### src/qvnsm_pkg.sv
// shared types and constants of the quad view nearest scaler map
package qvnsm_pkg;

    localparam int CANVAS_WIDTH_DEF   = 1280;
    localparam int CANVAS_HEIGHT_DEF  = 960;
    localparam int MAX_SOURCE_DIM_DEF = 2048;

    localparam int NUM_CH      = 4;
    localparam int CH_W        = 2;
    localparam int DIM_W       = 12;
    localparam int CANVAS_XW   = 11;
    localparam int CANVAS_YW   = 10;
    localparam int SRC_COORD_W = 11;
    localparam int OFFS_W      = 24;

    localparam int APB_AW = 5;
    localparam int APB_DW = 32;

    // one canvas pixel asked about
    typedef struct packed {
        logic [CANVAS_XW-1:0] canvas_x;
        logic [CANVAS_YW-1:0] canvas_y;
    } t_in;

    // mapping result of one pixel
    typedef struct packed {
        logic                   covered;
        logic [CH_W-1:0]        channel;
        logic [SRC_COORD_W-1:0] src_x;
        logic [SRC_COORD_W-1:0] src_y;
        logic [OFFS_W-1:0]      src_byte_offset;
    } t_out;

    // control that travels with each pixel down the pipeline
    typedef struct packed {
        logic            valid;
        logic            cov;
        logic [CH_W-1:0] ch;
        logic            sel_h;
    } t_ctrl;

    typedef enum logic [1:0] {
        G_IDLE,
        G_CMP,
        G_DIV,
        G_STORE
    } t_gstate;

endpackage

### src/qvnsm_geom.sv
// per-channel letterbox geometry solver with a bit-serial divider
module qvnsm_geom #(
    parameter int CELL_W = 640,
    parameter int CELL_H = 480,
    parameter int QW     = 10
) (
    input  logic                          i_clk,
    input  logic                          i_rst_n,
    input  logic                          i_wr,
    input  logic [qvnsm_pkg::CH_W-1:0]    i_wr_ch,
    input  logic [qvnsm_pkg::DIM_W-1:0]   i_src_w [qvnsm_pkg::NUM_CH],
    input  logic [qvnsm_pkg::DIM_W-1:0]   i_src_h [qvnsm_pkg::NUM_CH],
    input  logic [qvnsm_pkg::CH_W-1:0]    i_rd_ch,
    output logic                          o_rd_sel_h,
    output logic [QW-1:0]                 o_rd_dw,
    output logic [QW-1:0]                 o_rd_dh,
    output logic [QW-1:0]                 o_rd_ox,
    output logic [QW-1:0]                 o_rd_oy,
    output logic                          o_busy
);
    import qvnsm_pkg::*;

    localparam int PW  = DIM_W + QW;
    localparam int CNW = $clog2(QW);

    t_gstate r_state, n_state;
    logic [NUM_CH-1:0] r_dirty, n_dirty;
    logic [CH_W-1:0]   pick;
    logic [CH_W-1:0]   r_ch;
    logic [DIM_W-1:0]  r_w, r_h;
    logic [PW-1:0]     r_pw, r_ph;
    logic              r_sel_h;
    logic [PW-1:0]     r_rem, r_dsh;
    logic [QW-1:0]     r_q;
    logic [CNW-1:0]    r_cnt;
    logic [QW-1:0]     st_dw, st_dh;

    logic              r_sel_tab [NUM_CH];
    logic [QW-1:0]     r_dw [NUM_CH];
    logic [QW-1:0]     r_dh [NUM_CH];
    logic [QW-1:0]     r_ox [NUM_CH];
    logic [QW-1:0]     r_oy [NUM_CH];

    // lowest pending channel first
    always_comb begin
        if (r_dirty[0]) begin
            pick = 2'd0;
        end else if (r_dirty[1]) begin
            pick = 2'd1;
        end else if (r_dirty[2]) begin
            pick = 2'd2;
        end else begin
            pick = 2'd3;
        end
    end

    always_comb begin
        n_state = r_state;
        n_dirty = r_dirty;
        case (r_state)
            G_IDLE: begin
                if (|r_dirty) begin
                    n_state       = G_CMP;
                    n_dirty[pick] = 1'b0;
                end
            end
            G_CMP:   n_state = G_DIV;
            G_DIV: begin
                if (r_cnt == '0) n_state = G_STORE;
            end
            G_STORE: n_state = G_IDLE;
            default: n_state = G_IDLE;
        endcase
        if (i_wr) n_dirty[i_wr_ch] = 1'b1;
    end

    always_ff @(posedge i_clk) begin
        if (!i_rst_n) begin
            r_state <= G_IDLE;
            r_dirty <= '0;
        end else begin
            r_state <= n_state;
            r_dirty <= n_dirty;
        end
    end

    // fitted size: the side of the limiting axis fills the cell
    assign st_dw = r_sel_h ? r_q : QW'(CELL_W);
    assign st_dh = r_sel_h ? QW'(CELL_H) : r_q;

    always_ff @(posedge i_clk) begin
        case (r_state)
            G_IDLE: begin
                r_ch <= pick;
                r_w  <= i_src_w[pick];
                r_h  <= i_src_h[pick];
                r_pw <= PW'(CELL_H) * PW'(i_src_w[pick]);
                r_ph <= PW'(CELL_W) * PW'(i_src_h[pick]);
            end
            G_CMP: begin
                // height limits when cell_w*h > cell_h*w
                r_sel_h <= (r_ph > r_pw);
                r_rem   <= (r_ph > r_pw) ? r_pw : r_ph;
                r_dsh   <= ((r_ph > r_pw) ? PW'(r_h) : PW'(r_w)) << (QW - 1);
                r_q     <= '0;
                r_cnt   <= CNW'(QW - 1);
            end
            G_DIV: begin
                if (r_rem >= r_dsh) begin
                    r_rem <= r_rem - r_dsh;
                    r_q   <= {r_q[QW-2:0], 1'b1};
                end else begin
                    r_q   <= {r_q[QW-2:0], 1'b0};
                end
                r_dsh <= r_dsh >> 1;
                r_cnt <= r_cnt - 1'b1;
            end
            G_STORE: begin
                r_sel_tab[r_ch] <= r_sel_h;
                r_dw[r_ch]      <= st_dw;
                r_dh[r_ch]      <= st_dh;
                r_ox[r_ch]      <= (QW'(CELL_W) - st_dw) >> 1;
                r_oy[r_ch]      <= (QW'(CELL_H) - st_dh) >> 1;
            end
            default: begin
            end
        endcase
    end

    assign o_rd_sel_h = r_sel_tab[i_rd_ch];
    assign o_rd_dw    = r_dw[i_rd_ch];
    assign o_rd_dh    = r_dh[i_rd_ch];
    assign o_rd_ox    = r_ox[i_rd_ch];
    assign o_rd_oy    = r_oy[i_rd_ch];
    assign o_busy     = (|r_dirty) || (r_state != G_IDLE);

endmodule

### src/qvnsm_front.sv
// quadrant select, coverage test and scaled dividends
module qvnsm_front #(
    parameter int CELL_W         = 640,
    parameter int CELL_H         = 480,
    parameter int MAX_SOURCE_DIM = 2048,
    parameter int QW             = 10,
    parameter int RW             = 23
) (
    input  logic                          i_clk,
    input  logic                          i_rst_n,
    input  logic                          i_valid,
    input  qvnsm_pkg::t_in                i_pixel,
    input  logic [qvnsm_pkg::DIM_W-1:0]   i_src_w [qvnsm_pkg::NUM_CH],
    input  logic [qvnsm_pkg::DIM_W-1:0]   i_src_h [qvnsm_pkg::NUM_CH],
    output logic [qvnsm_pkg::CH_W-1:0]    o_rd_ch,
    input  logic                          i_rd_sel_h,
    input  logic [QW-1:0]                 i_rd_dw,
    input  logic [QW-1:0]                 i_rd_dh,
    input  logic [QW-1:0]                 i_rd_ox,
    input  logic [QW-1:0]                 i_rd_oy,
    output qvnsm_pkg::t_ctrl              o_ctrl,
    output logic [qvnsm_pkg::DIM_W-1:0]   o_w,
    output logic [RW-1:0]                 o_rem_x,
    output logic [RW-1:0]                 o_rem_y
);
    import qvnsm_pkg::*;

    localparam int EW = (QW + 1 > CANVAS_XW) ? QW + 1 : CANVAS_XW;
    localparam int MW = DIM_W + 1;

    logic [EW-1:0]    xe, ye, cx, cy, lxe, lye;
    logic             col, row, on_canvas, present, in_x, in_y;
    logic [CH_W-1:0]  ch;
    logic [DIM_W-1:0] w, h;
    t_ctrl            n_s1_ctrl, r_s1_ctrl, r_s2_ctrl;
    logic [QW-1:0]    r_s1_lx, r_s1_ly;
    logic [DIM_W-1:0] r_s1_den, r_s1_w, r_s2_w;
    logic [RW-1:0]    r_s2_rem_x, r_s2_rem_y;

    always_comb begin
        xe        = EW'(i_pixel.canvas_x);
        ye        = EW'(i_pixel.canvas_y);
        col       = (xe >= EW'(CELL_W));
        row       = (ye >= EW'(CELL_H));
        on_canvas = (xe < EW'(2 * CELL_W)) && (ye < EW'(2 * CELL_H));
        ch        = {row, col};
        w         = i_src_w[ch];
        h         = i_src_h[ch];
        present   = (w != '0) && (h != '0) &&
                    (MW'(w) <= MW'(MAX_SOURCE_DIM)) && (MW'(h) <= MW'(MAX_SOURCE_DIM));
        cx        = xe - (col ? EW'(CELL_W) : '0);
        cy        = ye - (row ? EW'(CELL_H) : '0);
        lxe       = cx - EW'(i_rd_ox);
        lye       = cy - EW'(i_rd_oy);
        in_x      = (cx >= EW'(i_rd_ox)) && (lxe < EW'(i_rd_dw));
        in_y      = (cy >= EW'(i_rd_oy)) && (lye < EW'(i_rd_dh));

        n_s1_ctrl.valid = i_valid;
        n_s1_ctrl.cov   = on_canvas && present && in_x && in_y;
        n_s1_ctrl.ch    = ch;
        n_s1_ctrl.sel_h = i_rd_sel_h;
    end

    assign o_rd_ch = ch;

    always_ff @(posedge i_clk) begin
        if (!i_rst_n) begin
            r_s1_ctrl <= '0;
            r_s2_ctrl <= '0;
        end else begin
            r_s1_ctrl <= n_s1_ctrl;
            r_s2_ctrl <= r_s1_ctrl;
        end
    end

    // local offset times the denominator, later divided by the cell size
    always_ff @(posedge i_clk) begin
        r_s1_lx    <= QW'(lxe);
        r_s1_ly    <= QW'(lye);
        r_s1_den   <= i_rd_sel_h ? h : w;
        r_s1_w     <= w;
        r_s2_rem_x <= RW'(r_s1_lx) * RW'(r_s1_den);
        r_s2_rem_y <= RW'(r_s1_ly) * RW'(r_s1_den);
        r_s2_w     <= r_s1_w;
    end

    assign o_ctrl  = r_s2_ctrl;
    assign o_w     = r_s2_w;
    assign o_rem_x = r_s2_rem_x;
    assign o_rem_y = r_s2_rem_y;

endmodule

### src/qvnsm_cell.sv
// one quotient bit of the source x and y division by the cell size
module qvnsm_cell #(
    parameter int CELL_W = 640,
    parameter int CELL_H = 480,
    parameter int RW     = 23,
    parameter int SW     = 11,
    parameter int BIT    = 0
) (
    input  logic                          i_clk,
    input  logic                          i_rst_n,
    input  qvnsm_pkg::t_ctrl              i_ctrl,
    input  logic [qvnsm_pkg::DIM_W-1:0]   i_w,
    input  logic [RW-1:0]                 i_rem_x,
    input  logic [RW-1:0]                 i_rem_y,
    input  logic [SW-1:0]                 i_qx,
    input  logic [SW-1:0]                 i_qy,
    output qvnsm_pkg::t_ctrl              o_ctrl,
    output logic [qvnsm_pkg::DIM_W-1:0]   o_w,
    output logic [RW-1:0]                 o_rem_x,
    output logic [RW-1:0]                 o_rem_y,
    output logic [SW-1:0]                 o_qx,
    output logic [SW-1:0]                 o_qy
);
    import qvnsm_pkg::*;

    logic [RW-1:0]    dsh, n_rem_x, n_rem_y;
    logic [SW-1:0]    n_qx, n_qy;
    logic             ge_x, ge_y;
    t_ctrl            r_ctrl;
    logic [DIM_W-1:0] r_w;
    logic [RW-1:0]    r_rem_x, r_rem_y;
    logic [SW-1:0]    r_qx, r_qy;

    always_comb begin
        dsh       = (i_ctrl.sel_h ? RW'(CELL_H) : RW'(CELL_W)) << BIT;
        ge_x      = (i_rem_x >= dsh);
        ge_y      = (i_rem_y >= dsh);
        n_rem_x   = ge_x ? i_rem_x - dsh : i_rem_x;
        n_rem_y   = ge_y ? i_rem_y - dsh : i_rem_y;
        n_qx      = i_qx;
        n_qy      = i_qy;
        n_qx[BIT] = ge_x;
        n_qy[BIT] = ge_y;
    end

    always_ff @(posedge i_clk) begin
        if (!i_rst_n) begin
            r_ctrl <= '0;
        end else begin
            r_ctrl <= i_ctrl;
        end
    end

    always_ff @(posedge i_clk) begin
        r_w     <= i_w;
        r_rem_x <= n_rem_x;
        r_rem_y <= n_rem_y;
        r_qx    <= n_qx;
        r_qy    <= n_qy;
    end

    assign o_ctrl  = r_ctrl;
    assign o_w     = r_w;
    assign o_rem_x = r_rem_x;
    assign o_rem_y = r_rem_y;
    assign o_qx    = r_qx;
    assign o_qy    = r_qy;

endmodule

### src/qvnsm_addr.sv
// rgb888 byte offset and result register
module qvnsm_addr #(
    parameter int SW = 11
) (
    input  logic                          i_clk,
    input  logic                          i_rst_n,
    input  qvnsm_pkg::t_ctrl              i_ctrl,
    input  logic [qvnsm_pkg::DIM_W-1:0]   i_w,
    input  logic [SW-1:0]                 i_qx,
    input  logic [SW-1:0]                 i_qy,
    output logic                          o_done,
    output qvnsm_pkg::t_out               o_result
);
    import qvnsm_pkg::*;

    localparam int PRW = SW + DIM_W;
    localparam int OW  = PRW + 3;

    t_ctrl          r_ctrl;
    logic [PRW-1:0] r_prod;
    logic [SW-1:0]  r_qx, r_qy;
    logic [OW-1:0]  sum, off3;
    logic           r_done;
    t_out           n_result, r_result;

    always_comb begin
        sum  = OW'(r_prod) + OW'(r_qx);
        off3 = (sum << 1) + sum;
        n_result.covered         = r_ctrl.cov;
        n_result.channel         = r_ctrl.ch;
        n_result.src_x           = r_ctrl.cov ? SRC_COORD_W'(r_qx) : '0;
        n_result.src_y           = r_ctrl.cov ? SRC_COORD_W'(r_qy) : '0;
        n_result.src_byte_offset = r_ctrl.cov ? OFFS_W'(off3) : '0;
    end

    always_ff @(posedge i_clk) begin
        if (!i_rst_n) begin
            r_ctrl <= '0;
            r_done <= 1'b0;
        end else begin
            r_ctrl <= i_ctrl;
            r_done <= r_ctrl.valid;
        end
    end

    always_ff @(posedge i_clk) begin
        r_prod   <= PRW'(i_qy) * PRW'(i_w);
        r_qx     <= i_qx;
        r_qy     <= i_qy;
        r_result <= n_result;
    end

    assign o_done   = r_done;
    assign o_result = r_result;

endmodule

### src/quad_view_nearest_scaler_map.sv
// top level of the 2x2 mosaic canvas to source address map
// path from start to o_done: the front stages, one divider cell per source coordinate bit,
//   then the offset stages
// throughput: one pixel transaction per cycle while busy is low; o_done cannot stall
// each frame size write raises busy while the serial divider refits that channel
// reset: synchronous active low, clears control state; all sizes zero, so all black
module quad_view_nearest_scaler_map_core #(
    parameter int CANVAS_WIDTH   = qvnsm_pkg::CANVAS_WIDTH_DEF,
    parameter int CANVAS_HEIGHT  = qvnsm_pkg::CANVAS_HEIGHT_DEF,
    parameter int MAX_SOURCE_DIM = qvnsm_pkg::MAX_SOURCE_DIM_DEF
) (
    input  logic                          i_clk,
    input  logic                          i_rst_n,
    // pixel request
    input  logic                          start,
    output logic                          busy,
    input  qvnsm_pkg::t_in                i_pixel,
    // mapping result
    output logic                          o_done,
    output qvnsm_pkg::t_out               o_result,
    // register port
    input  logic                          psel,
    input  logic                          penable,
    input  logic                          pwrite,
    input  logic [qvnsm_pkg::APB_AW-1:0]  paddr,
    input  logic [qvnsm_pkg::APB_DW-1:0]  pwdata,
    output logic [qvnsm_pkg::APB_DW-1:0]  prdata,
    output logic                          pready
);
    import qvnsm_pkg::*;

    // cell size and datapath widths
    localparam int CELL_W   = CANVAS_WIDTH / 2;
    localparam int CELL_H   = CANVAS_HEIGHT / 2;
    localparam int CELL_MAX = (CELL_W > CELL_H) ? CELL_W : CELL_H;
    localparam int QW       = $clog2(CELL_MAX + 1);       // fitted size / offset bits
    localparam int SW       = $clog2(MAX_SOURCE_DIM);     // source coordinate bits
    localparam int RW       = DIM_W + QW + 1;             // divider remainder bits

    // frame size registers, even index width, odd index height
    logic [DIM_W-1:0] r_src_w [NUM_CH];
    logic [DIM_W-1:0] r_src_h [NUM_CH];
    logic             cfg_wr;
    logic [CH_W-1:0]  cfg_ch;
    logic             cfg_is_h;

    assign pready   = 1'b1;
    assign cfg_wr   = psel && penable && pwrite && pready;
    assign cfg_ch   = paddr[4:3];
    assign cfg_is_h = paddr[2];

    always_ff @(posedge i_clk) begin
        if (!i_rst_n) begin
            for (int k = 0; k < NUM_CH; k++) begin
                r_src_w[k] <= '0;
                r_src_h[k] <= '0;
            end
        end else if (cfg_wr) begin
            if (cfg_is_h) begin
                r_src_h[cfg_ch] <= pwdata[DIM_W-1:0];
            end else begin
                r_src_w[cfg_ch] <= pwdata[DIM_W-1:0];
            end
        end
    end

    assign prdata = cfg_is_h ? APB_DW'(r_src_h[cfg_ch]) : APB_DW'(r_src_w[cfg_ch]);

    // geometry of each channel: which axis limits, fitted size, centering offset
    logic            rd_sel_h;
    logic [QW-1:0]   rd_dw, rd_dh, rd_ox, rd_oy;
    logic [CH_W-1:0] rd_ch;
    logic            geom_busy;

    qvnsm_geom #(
        .CELL_W (CELL_W),
        .CELL_H (CELL_H),
        .QW     (QW)
    ) u_geom (
        .i_clk      (i_clk),
        .i_rst_n    (i_rst_n),
        .i_wr       (cfg_wr),
        .i_wr_ch    (cfg_ch),
        .i_src_w    (r_src_w),
        .i_src_h    (r_src_h),
        .i_rd_ch    (rd_ch),
        .o_rd_sel_h (rd_sel_h),
        .o_rd_dw    (rd_dw),
        .o_rd_dh    (rd_dh),
        .o_rd_ox    (rd_ox),
        .o_rd_oy    (rd_oy),
        .o_busy     (geom_busy)
    );

    // a pixel transaction is taken whenever the geometry is settled
    assign busy = geom_busy;

    // chain links: index 0 feeds the first divider cell
    t_ctrl            ln_ctrl  [SW+1];
    logic [DIM_W-1:0] ln_w     [SW+1];
    logic [RW-1:0]    ln_rem_x [SW+1];
    logic [RW-1:0]    ln_rem_y [SW+1];
    logic [SW-1:0]    ln_qx    [SW+1];
    logic [SW-1:0]    ln_qy    [SW+1];

    qvnsm_front #(
        .CELL_W         (CELL_W),
        .CELL_H         (CELL_H),
        .MAX_SOURCE_DIM (MAX_SOURCE_DIM),
        .QW             (QW),
        .RW             (RW)
    ) u_front (
        .i_clk      (i_clk),
        .i_rst_n    (i_rst_n),
        .i_valid    (start && !busy),
        .i_pixel    (i_pixel),
        .i_src_w    (r_src_w),
        .i_src_h    (r_src_h),
        .o_rd_ch    (rd_ch),
        .i_rd_sel_h (rd_sel_h),
        .i_rd_dw    (rd_dw),
        .i_rd_dh    (rd_dh),
        .i_rd_ox    (rd_ox),
        .i_rd_oy    (rd_oy),
        .o_ctrl     (ln_ctrl[0]),
        .o_w        (ln_w[0]),
        .o_rem_x    (ln_rem_x[0]),
        .o_rem_y    (ln_rem_y[0])
    );

    assign ln_qx[0] = '0;
    assign ln_qy[0] = '0;

    // restoring division by the cell size, most significant quotient bit first
    for (genvar g = 0; g < SW; g++) begin : g_cell
        qvnsm_cell #(
            .CELL_W (CELL_W),
            .CELL_H (CELL_H),
            .RW     (RW),
            .SW     (SW),
            .BIT    (SW - 1 - g)
        ) u_cell (
            .i_clk   (i_clk),
            .i_rst_n (i_rst_n),
            .i_ctrl  (ln_ctrl[g]),
            .i_w     (ln_w[g]),
            .i_rem_x (ln_rem_x[g]),
            .i_rem_y (ln_rem_y[g]),
            .i_qx    (ln_qx[g]),
            .i_qy    (ln_qy[g]),
            .o_ctrl  (ln_ctrl[g+1]),
            .o_w     (ln_w[g+1]),
            .o_rem_x (ln_rem_x[g+1]),
            .o_rem_y (ln_rem_y[g+1]),
            .o_qx    (ln_qx[g+1]),
            .o_qy    (ln_qy[g+1])
        );
    end

    // byte offset and registered result with its strobe
    qvnsm_addr #(
        .SW (SW)
    ) u_addr (
        .i_clk    (i_clk),
        .i_rst_n  (i_rst_n),
        .i_ctrl   (ln_ctrl[SW]),
        .i_w      (ln_w[SW]),
        .i_qx     (ln_qx[SW]),
        .i_qy     (ln_qy[SW]),
        .o_done   (o_done),
        .o_result (o_result)
    );

endmodule
### config.mk
export PLATFORM = sky130hd
export DESIGN_NAME = quad_view_nearest_scaler_map_core
export DESIGN_NICKNAME = d
export VERILOG_FILES = /design/src/qvnsm_pkg.sv /design/src/qvnsm_geom.sv /design/src/qvnsm_front.sv /design/src/qvnsm_cell.sv /design/src/qvnsm_addr.sv /design/src/quad_view_nearest_scaler_map.sv
export SDC_FILE = /design/constraint.sdc
export NUM_CORES = 2
export LEC_CHECK = 0
export ABC_CLOCK_PERIOD_IN_PS = 7800
export BUFFER_PORTS_ARGS = -buffer_cell sky130_fd_sc_hd__buf_2
export CORE_ASPECT_RATIO = 1.4
export CORE_MARGIN = 2
export CORE_UTILIZATION = 30
export CTS_BUF_LIST = sky130_fd_sc_hd__clkbuf_4 sky130_fd_sc_hd__clkbuf_8 sky130_fd_sc_hd__clkbuf_16
export DETAILED_ROUTE_END_ITERATION = 8
export PLACE_DENSITY_LB_ADDON = 0.3
export SETUP_SLACK_MARGIN = 0.1
export SLEW_MARGIN = 20
export SYNTH_ARGS = -nofsm -noshare
export SYNTH_HDL_FRONTEND = slang
export SYNTH_SLANG_ARGS = --single-unit
### constraint.sdc
create_clock -name i_clk -period 7.8 [get_ports i_clk]
set_input_delay 1.56 -clock i_clk [delete_from_list [all_inputs] [get_ports i_clk]]
set_output_delay 1.56 -clock i_clk [all_outputs]
set_load 0.1 [all_outputs]
### After elaboration in Yosys (flattened, before gate mapping)

Memory sizes are Yosys's and may differ from the RTL's.
Cells that the tools add are included.

* bits in registers: 1205
* memory bits (writable): 156
* input bits: 64
* output and inout port bits: 84
* word-level logic and storage cells: 350
* memories: 5

* add/subtract/negate cells: 30
* multiply operators: 5
* $lt $le $gt $ge: 42
* eq/ne operators: 6
* multiplexer cells: 82
* bitwise logic cells: 7
* reductions and logical operators: 28

Memories
* u_geom.r_dh: depth 4, width 10, rd ports 1, clocked after memory_dff 0, wr ports 1, RTL line qvnsm_geom.sv:40 `logic [QW-1:0] r_dh [NUM_CH];`
* u_geom.r_dw: depth 4, width 10, rd ports 1, clocked after memory_dff 0, wr ports 1, RTL line qvnsm_geom.sv:39 `logic [QW-1:0] r_dw [NUM_CH];`
* u_geom.r_ox: depth 4, width 9, rd ports 1, clocked after memory_dff 0, wr ports 1, RTL line qvnsm_geom.sv:41 `logic [QW-1:0] r_ox [NUM_CH];`
* u_geom.r_oy: depth 4, width 9, rd ports 1, clocked after memory_dff 0, wr ports 1, RTL line qvnsm_geom.sv:42 `logic [QW-1:0] r_oy [NUM_CH];`
* u_geom.r_sel_tab: depth 4, width 1, rd ports 1, clocked after memory_dff 0, wr ports 1, RTL line qvnsm_geom.sv:38 `logic r_sel_tab [NUM_CH];`

Operators with widths (count)
* >= comparator 23 bit: 20
* two-way mux 23 bit: 18
* subtractor 23 bit: 18
* two-way mux 12 bit: 16
* binary-select mux 12 bit (select 2 bit): 6
* two-way mux 10 bit: 14
* bitwise mux 48 bit: 2
* two-way mux 22 bit: 4
* case mux 22 bit (2 select lines): 2
* >= comparator 22 x 23 -> 1 bit: 2
* subtractor 22 x 20 -> 23 bit: 2
* multiplier 10 x 12 -> 22 bit: 2
* adder 23 x 11 -> 24 bit: 1
* adder 24 bit: 1
* demux 12 bit (select 2 bit): 1
* <= comparator 12 bit (second input constant): 2
* nonzero test 12 bit: 2
* multiplier 11 x 12 -> 23 bit: 1
* >= comparator 11 x 10 -> 1 bit: 2
* >= comparator 22 bit: 1
* greater-than comparator 22 x 21 -> 1 bit: 1
* less-than comparator 11 x 10 -> 1 bit: 2
* subtractor 11 x 10 -> 11 bit: 2
* subtractor 22 bit: 1
* other kinds (39): 77

### Longest topological paths before layout

* word-level depth: 13
* mapped depth: 24

### Hierarchy

From an unflattened synthesis, not the netlist that was laid out.

* cell total of the unflattened synthesis: 6209
* area, all modules: 69360.3 um^2

Modules (own cells, without submodules)
* qvnsm_geom: instances 1, cells an instance 1098, area each 14516.4 um^2, seq. area each 8167.8 um^2
* qvnsm_front: instances 1, cells an instance 1402, area each 12628.4 um^2, seq. area each 2202.1 um^2
* qvnsm_addr: instances 1, cells an instance 889, area each 8335.5 um^2, seq. area each 1981.9 um^2
* quad_view_nearest_scaler_map_core: instances 1, cells an instance 403, area each 4384.2 um^2, seq. area each 1921.8 um^2
* qvnsm_cell (g_cell[9].u_cell): instances 1, cells an instance 249, area each 2955.3 um^2, seq. area each 1701.6 um^2
* qvnsm_cell (g_cell[10].u_cell): instances 1, cells an instance 254, area each 2850.2 um^2, seq. area each 1701.6 um^2
* qvnsm_cell (g_cell[8].u_cell): instances 1, cells an instance 231, area each 2781.4 um^2, seq. area each 1701.6 um^2
* qvnsm_cell (g_cell[6].u_cell): instances 1, cells an instance 238, area each 2772.7 um^2, seq. area each 1701.6 um^2
* qvnsm_cell (g_cell[7].u_cell): instances 1, cells an instance 232, area each 2742.6 um^2, seq. area each 1701.6 um^2
* qvnsm_cell (g_cell[4].u_cell): instances 1, cells an instance 220, area each 2695.1 um^2, seq. area each 1701.6 um^2
* qvnsm_cell (g_cell[5].u_cell): instances 1, cells an instance 217, area each 2670.1 um^2, seq. area each 1701.6 um^2
* qvnsm_cell (g_cell[3].u_cell): instances 1, cells an instance 204, area each 2558.7 um^2, seq. area each 1701.6 um^2
* qvnsm_cell (g_cell[0].u_cell): instances 1, cells an instance 188, area each 2524.9 um^2, seq. area each 1701.6 um^2
* qvnsm_cell (g_cell[2].u_cell): instances 1, cells an instance 196, area each 2483.6 um^2, seq. area each 1701.6 um^2
* qvnsm_cell (g_cell[1].u_cell): instances 1, cells an instance 188, area each 2461.1 um^2, seq. area each 1701.6 um^2

### Worst setup path before layout

Ideal clock, no wire load.

* path type: in2reg
* from: input port i_pixel[18] (netlist name)
* to: register u_front.r_s1_ctrl[3] (netlist name)
* setup time: 115 ps
* data arrival time: 5639 ps
* slack: 2046 ps
* stages on the path: 20
* path buffers: 2
* cell sequence: o21ai_1 > nand2b_1 > buf_2 > buf_1 > mux4_2 > ha_1 > fa_1 > o21ai_0 > a21oi_1 > o21bai_1 > a21oi_1 > xnor2_1 > ha_1 > a21o_1 > a211oi_1 > o21ai_0 > o211ai_1 > o311a_1 > nand4_1 > a2111oi_0

RTL lines
* start: declaration: RTL line quad_view_nearest_scaler_map.sv:17 `input qvnsm_pkg::t_in i_pixel,`
* >= comparator 11 x 10 -> 1 bit: RTL line qvnsm_front.sv:43 `col = (xe >= EW'(CELL_W));`
* named net u_front.col: RTL line qvnsm_front.sv:32 `logic col, row, on_canvas, present, in_x, in_y;`
* memory read (4 x 9 bit)
* subtractor 11 x 10 -> 11 bit: RTL line qvnsm_front.sv:54 `lye = cy - EW'(i_rd_oy);`
* named net u_front.lye[6]: RTL line qvnsm_front.sv:31 `logic [EW-1:0] xe, ye, cx, cy, lxe, lye;`
* less-than comparator 11 x 10 -> 1 bit: RTL line qvnsm_front.sv:56 `in_y = (cy >= EW'(i_rd_oy)) && (lye < EW'(i_rd_dh));`
* logical AND 1 bit: RTL line qvnsm_front.sv:56
* logical AND 1 bit: RTL line qvnsm_front.sv:59 `n_s1_ctrl.cov = on_canvas && present && in_x && in_y;`
* end signal: assignment: RTL line qvnsm_front.sv:71 `r_s1_ctrl <= n_s1_ctrl;`
* end: declaration: RTL line qvnsm_front.sv:35 `t_ctrl n_s1_ctrl, r_s1_ctrl, r_s2_ctrl;`

The timed path passes the listed nets, and every way through them passes these cells. The select of a mux whose other input is x is not followed.
A chain may end at the register's enable or synchronous reset.

### Worst setup path after layout

* from: register u_front.r_s1_den[5]
* to: register u_front.r_s2_rem_y[20], in the netlist u_front.o_rem_y[20]

* word-level cells in the longest chain between the ends: 1

RTL lines
* start: declaration: RTL line qvnsm_front.sv:37 `logic [DIM_W-1:0] r_s1_den, r_s1_w, r_s2_w;`
* start signal: assignment: RTL line qvnsm_front.sv:80 `r_s1_den <= i_rd_sel_h ? h : w;`
* multiplier 10 x 12 -> 22 bit: RTL line qvnsm_front.sv:83 `r_s2_rem_y <= RW'(r_s1_ly) * RW'(r_s1_den);`
* end signal: assignment: RTL line qvnsm_front.sv:83
* end: declaration: RTL line qvnsm_front.sv:38 `logic [RW-1:0] r_s2_rem_x, r_s2_rem_y;`

Every way passes these cells.

==> impl_metrics.py <==
metrics = {
    "detailed_routing": {
        "drc": 0,
        "vias": 39300,
        "wl_per_cell_um": 15.3,
        "drtIter0Drc": 1392,
        "routed_wl_um": 135000,
        "vias_per_cell": 4.48,
        "dr.pass1.iters": 5,
        "antenna_left": 0,
    },
    "min_path": {
        "worstHoldPathType": "reg2reg",
        "min_from": "g_cell[8].u_cell.o_qx[6]",
    },
    "synth": {
        "synthesis.instances": 5747,
        "ys_seq_area_share_pct": 47.2,
        "ys_ff_latch": 1357,
        "synth_top_area_cell": "dfxtp_1",
        "yosysMostFrequentCell": "dfxtp_1",
        "async_flop_share_pct": 0,
        "synth.avg_cell_area_um2": 11.0,
        "synth_top_area_share_pct": 34.5,
        "ys_warn_count": 0,
        "synth_edf_count": 268,
        "synth_area_leaders": "dfxtp_1, edfxtp_1, fa_1",
        "netlist_area_um2": 63200,
        "yosys.cell_types.count": 86,
        "synthFlopType": "dfxtp_1",
        "netlist_top_cells_count": "dfxtp_1, inv_1, nand2_1",
    },
    "global_routing": {
        "track_usage_pct": 12.6,
        "use_met1_pct": 13.5,
        "grtUsageMet3_pct": 2.05,
        "grt_use_met2_pct": 24.3,
        "antenna_found_initial": 2,
        "top_usage_layer": "met2",
        "grt_max_degree": 131,
        "grt-ovfl-total": 0,
        "grt_pass1_wl_um": 217000,
        "grt_pass1_vias": 41200,
    },
    "timing": {
        "slew_headroom_pct": 27.9,
        "skew_ps": 48.0,
        "period_needed_ps": 6120,
        "tightestPinTransition_ps": 1080,
        "final-setup-viol-count": 0,
        "fmax_ghz": 0.163,
        "final_max_slew_viol_count": 0,
        "fin_tns_setup_ps": 0,
        "rsz0062_at_grt": "false",
        "finalHoldViolations": 0,
        "period_share_pct": 78.4,
    },
    "run": {
        "drv_cap": 0,
    },
    "clocking": {
        "root_buffer": "clkbuf_16",
        "cts_resized": 0,
        "clk_pin_slew_ps": 60,
        "clock_sinks": 1357,
        "cts.path.max_buffers": 3,
        "insertion_delay_ps": 770,
        "htree_levels": 4,
        "cts_buffers": 140,
        "postCtsHoldBufs": 0,
        "post_cts_buffers": 0,
        "cts_tree": "done",
    },
    "cells_and_area": {
        "area_delta_synth_final_pct": 13.7,
        "postLayoutCoreUtil_pct": 34.3,
        "fin_cells": 8777,
        "drive_above_1_share_pct": 9.71,
        "final_nets": 6629,
        "design_area_um2": 71800,
    },
    "pwr": {
        "power.total_w": 0.0206,
        "power.density_nw_per_um2": 286,
        "p_leak_nw": 31.2,
        "ir_worst_vdd_mv": 0.202,
    },
    "worst_setup_path": {
        "worstSetupPathType": "reg2reg",
        "worstPathRequired_ps": 8440,
        "worstReg2RegStart": "u_front.r_s1_den[5]",
        "r2r_slack_ps": 1680,
        "setup.worst_path.start": "u_front.r_s1_den[5]",
        "start_kind": "register",
        "worstPathMaxFanout": 20,
        "crit_arrival_ps": 6760,
        "critPathCaptureType": "register",
    },
    "placed_design": {
        "placed_area_um2": 66800,
        "dp.cells": 8521,
        "portBuffers": 104,
        "hpwl_um": 101000,
        "place.gp.congestion": 0.826,
    },
    "die": {
        "ios": 148,
        "die_w_um": 392,
        "core-area_um2": 210000,
        "std_cell_rows": 199,
        "die_h_um": 547,
        "start_util_pct": 30.1,
        "dieArea_um2": 214000,
    },
    "outcome": {
        "outcome": "completed",
    },
}
registers in the layout (all words and copies together), names as in the netlist, 40 cells and up:
register	flops
r_src_h	48
r_src_w	48
u_geom.r_dh	40
g_cell.u_cell.o_qx	66
g_cell.u_cell.o_qy	66
u_geom.r_dw	40
u_addr.o_result	49
g_cell.u_cell.o_rem_x	230
g_cell.u_cell.o_rem_y	230
g_cell.u_cell.o_w	132
g_cell.u_cell.o_ctrl	54
power by group:
part	switching [W]	internal (W)
logic	0.00259	0.00171
registers	0.000782	0.00850
clock network	0.00281	0.00420
final cells by class:
type | instances | area (um^2)
tap | 2814 | 3520
timing repair buffer | 150 | 880
fill | 21200 | 138000
clock buffer | 190 | 4060
antenna | 1 | 2.50
sequential | 1357 | 29800
clock inverter | 64 | 930
multi-input combinational | 3674 | 30600
inverter | 527 | 1980
kinds of logic after synthesis:
| group | count (synthesis) | share of synthesized area, % |
|---|---|---|
| compound gates | 651 | 6.40 |
| xor+xnor | 307 | 4.27 |
| fa+ha+maj | 715 | 17.6 |
| buf+inv | 735 | 4.53 |
| flops | 1357 | 47.2 |
| mux | 251 | 5.76 |
| other cells | 2 | 0.0119 |
| simple gates | 1729 | 14.1 |
per-stage QoR:
stage | setup WS (ps) | hold WS (ps)
global route | 1170 | 311
finish | 1680 | 311
detailed placement | 1230 | 312
CTS | 1620 | 306
global placement | 1290 | 311
floorplan | 2050 | 310
worst max-delay path, stage by stage (launching register included):
cell and delay (ps):
dfxtp_1 910, nand2_1 180, fa_1 570, inv_1 50, fa_1 490, inv_1 50, fa_1 470, inv_1 50
fa_1 520, inv_1 50, fa_1 520, inv_1 40, ha_1 240, o41ai_1 500, o21ai_0 230, o41ai_1 620
o21ba_2 240, o21ai_0 110, xor2_1 150
path summary, 6_finish.rpt:
path,depth (start not counted),endpoint
setup / recovery,18,u_front.o_rem_y[20]
hold / removal,0,g_cell[9].u_cell.o_qx[6]
setup reg to reg,18,u_front.o_rem_y[20]
hold reg to reg,0,g_cell[9].u_cell.o_qx[6]
placed cells by master, fill, tap and decap left out, types with 24 or more instances in the layout:
cell       Yosys  routed
fa_1         293     293
mux4_2        87      87
nand2b_1      44      44
nand3_1       64      63
xor2_1       144     144
nor4_1        71      69
a211oi_1      25      25
a21o_1        48      48
mux2i_1      133     133
clkinv_2       0      24
o21a_1        26      26
edfxtp_1     268     268
and3_1        26      25
ha_1         422     420
o21bai_1      30      30
xnor2_1      162     162
nand4_1       33      33
nor3_1       111     110
and2_1       285     285
nor2_1       282     281
clkbuf_4       0      26
buf_2          5     103
buf_4         23      45
a21oi_1      191     191
inv_1        522     522
mux2_2        30      30
clkbuf_16      0     143
or3_1         55      55
nor2b_1      122     122
o21ai_0      171     170
dfxtp_1     1089    1089
nor4b_1       35      34
nand2_1      498     498
a21boi_0      34      34
per-layer routing:
layer / part of all wire [%] / routed length [um] / vias to the layer above
met5: 0 / 0 / -
met4: 3.3 / 4460 / 0
met3: 3.1 / 4200 / 239
met2: 54 / 72600 / 559
met1: 40 / 53300 / 18900
li1: - / - / 19600
No activity file was read; power rests on OpenSTA's default activity.
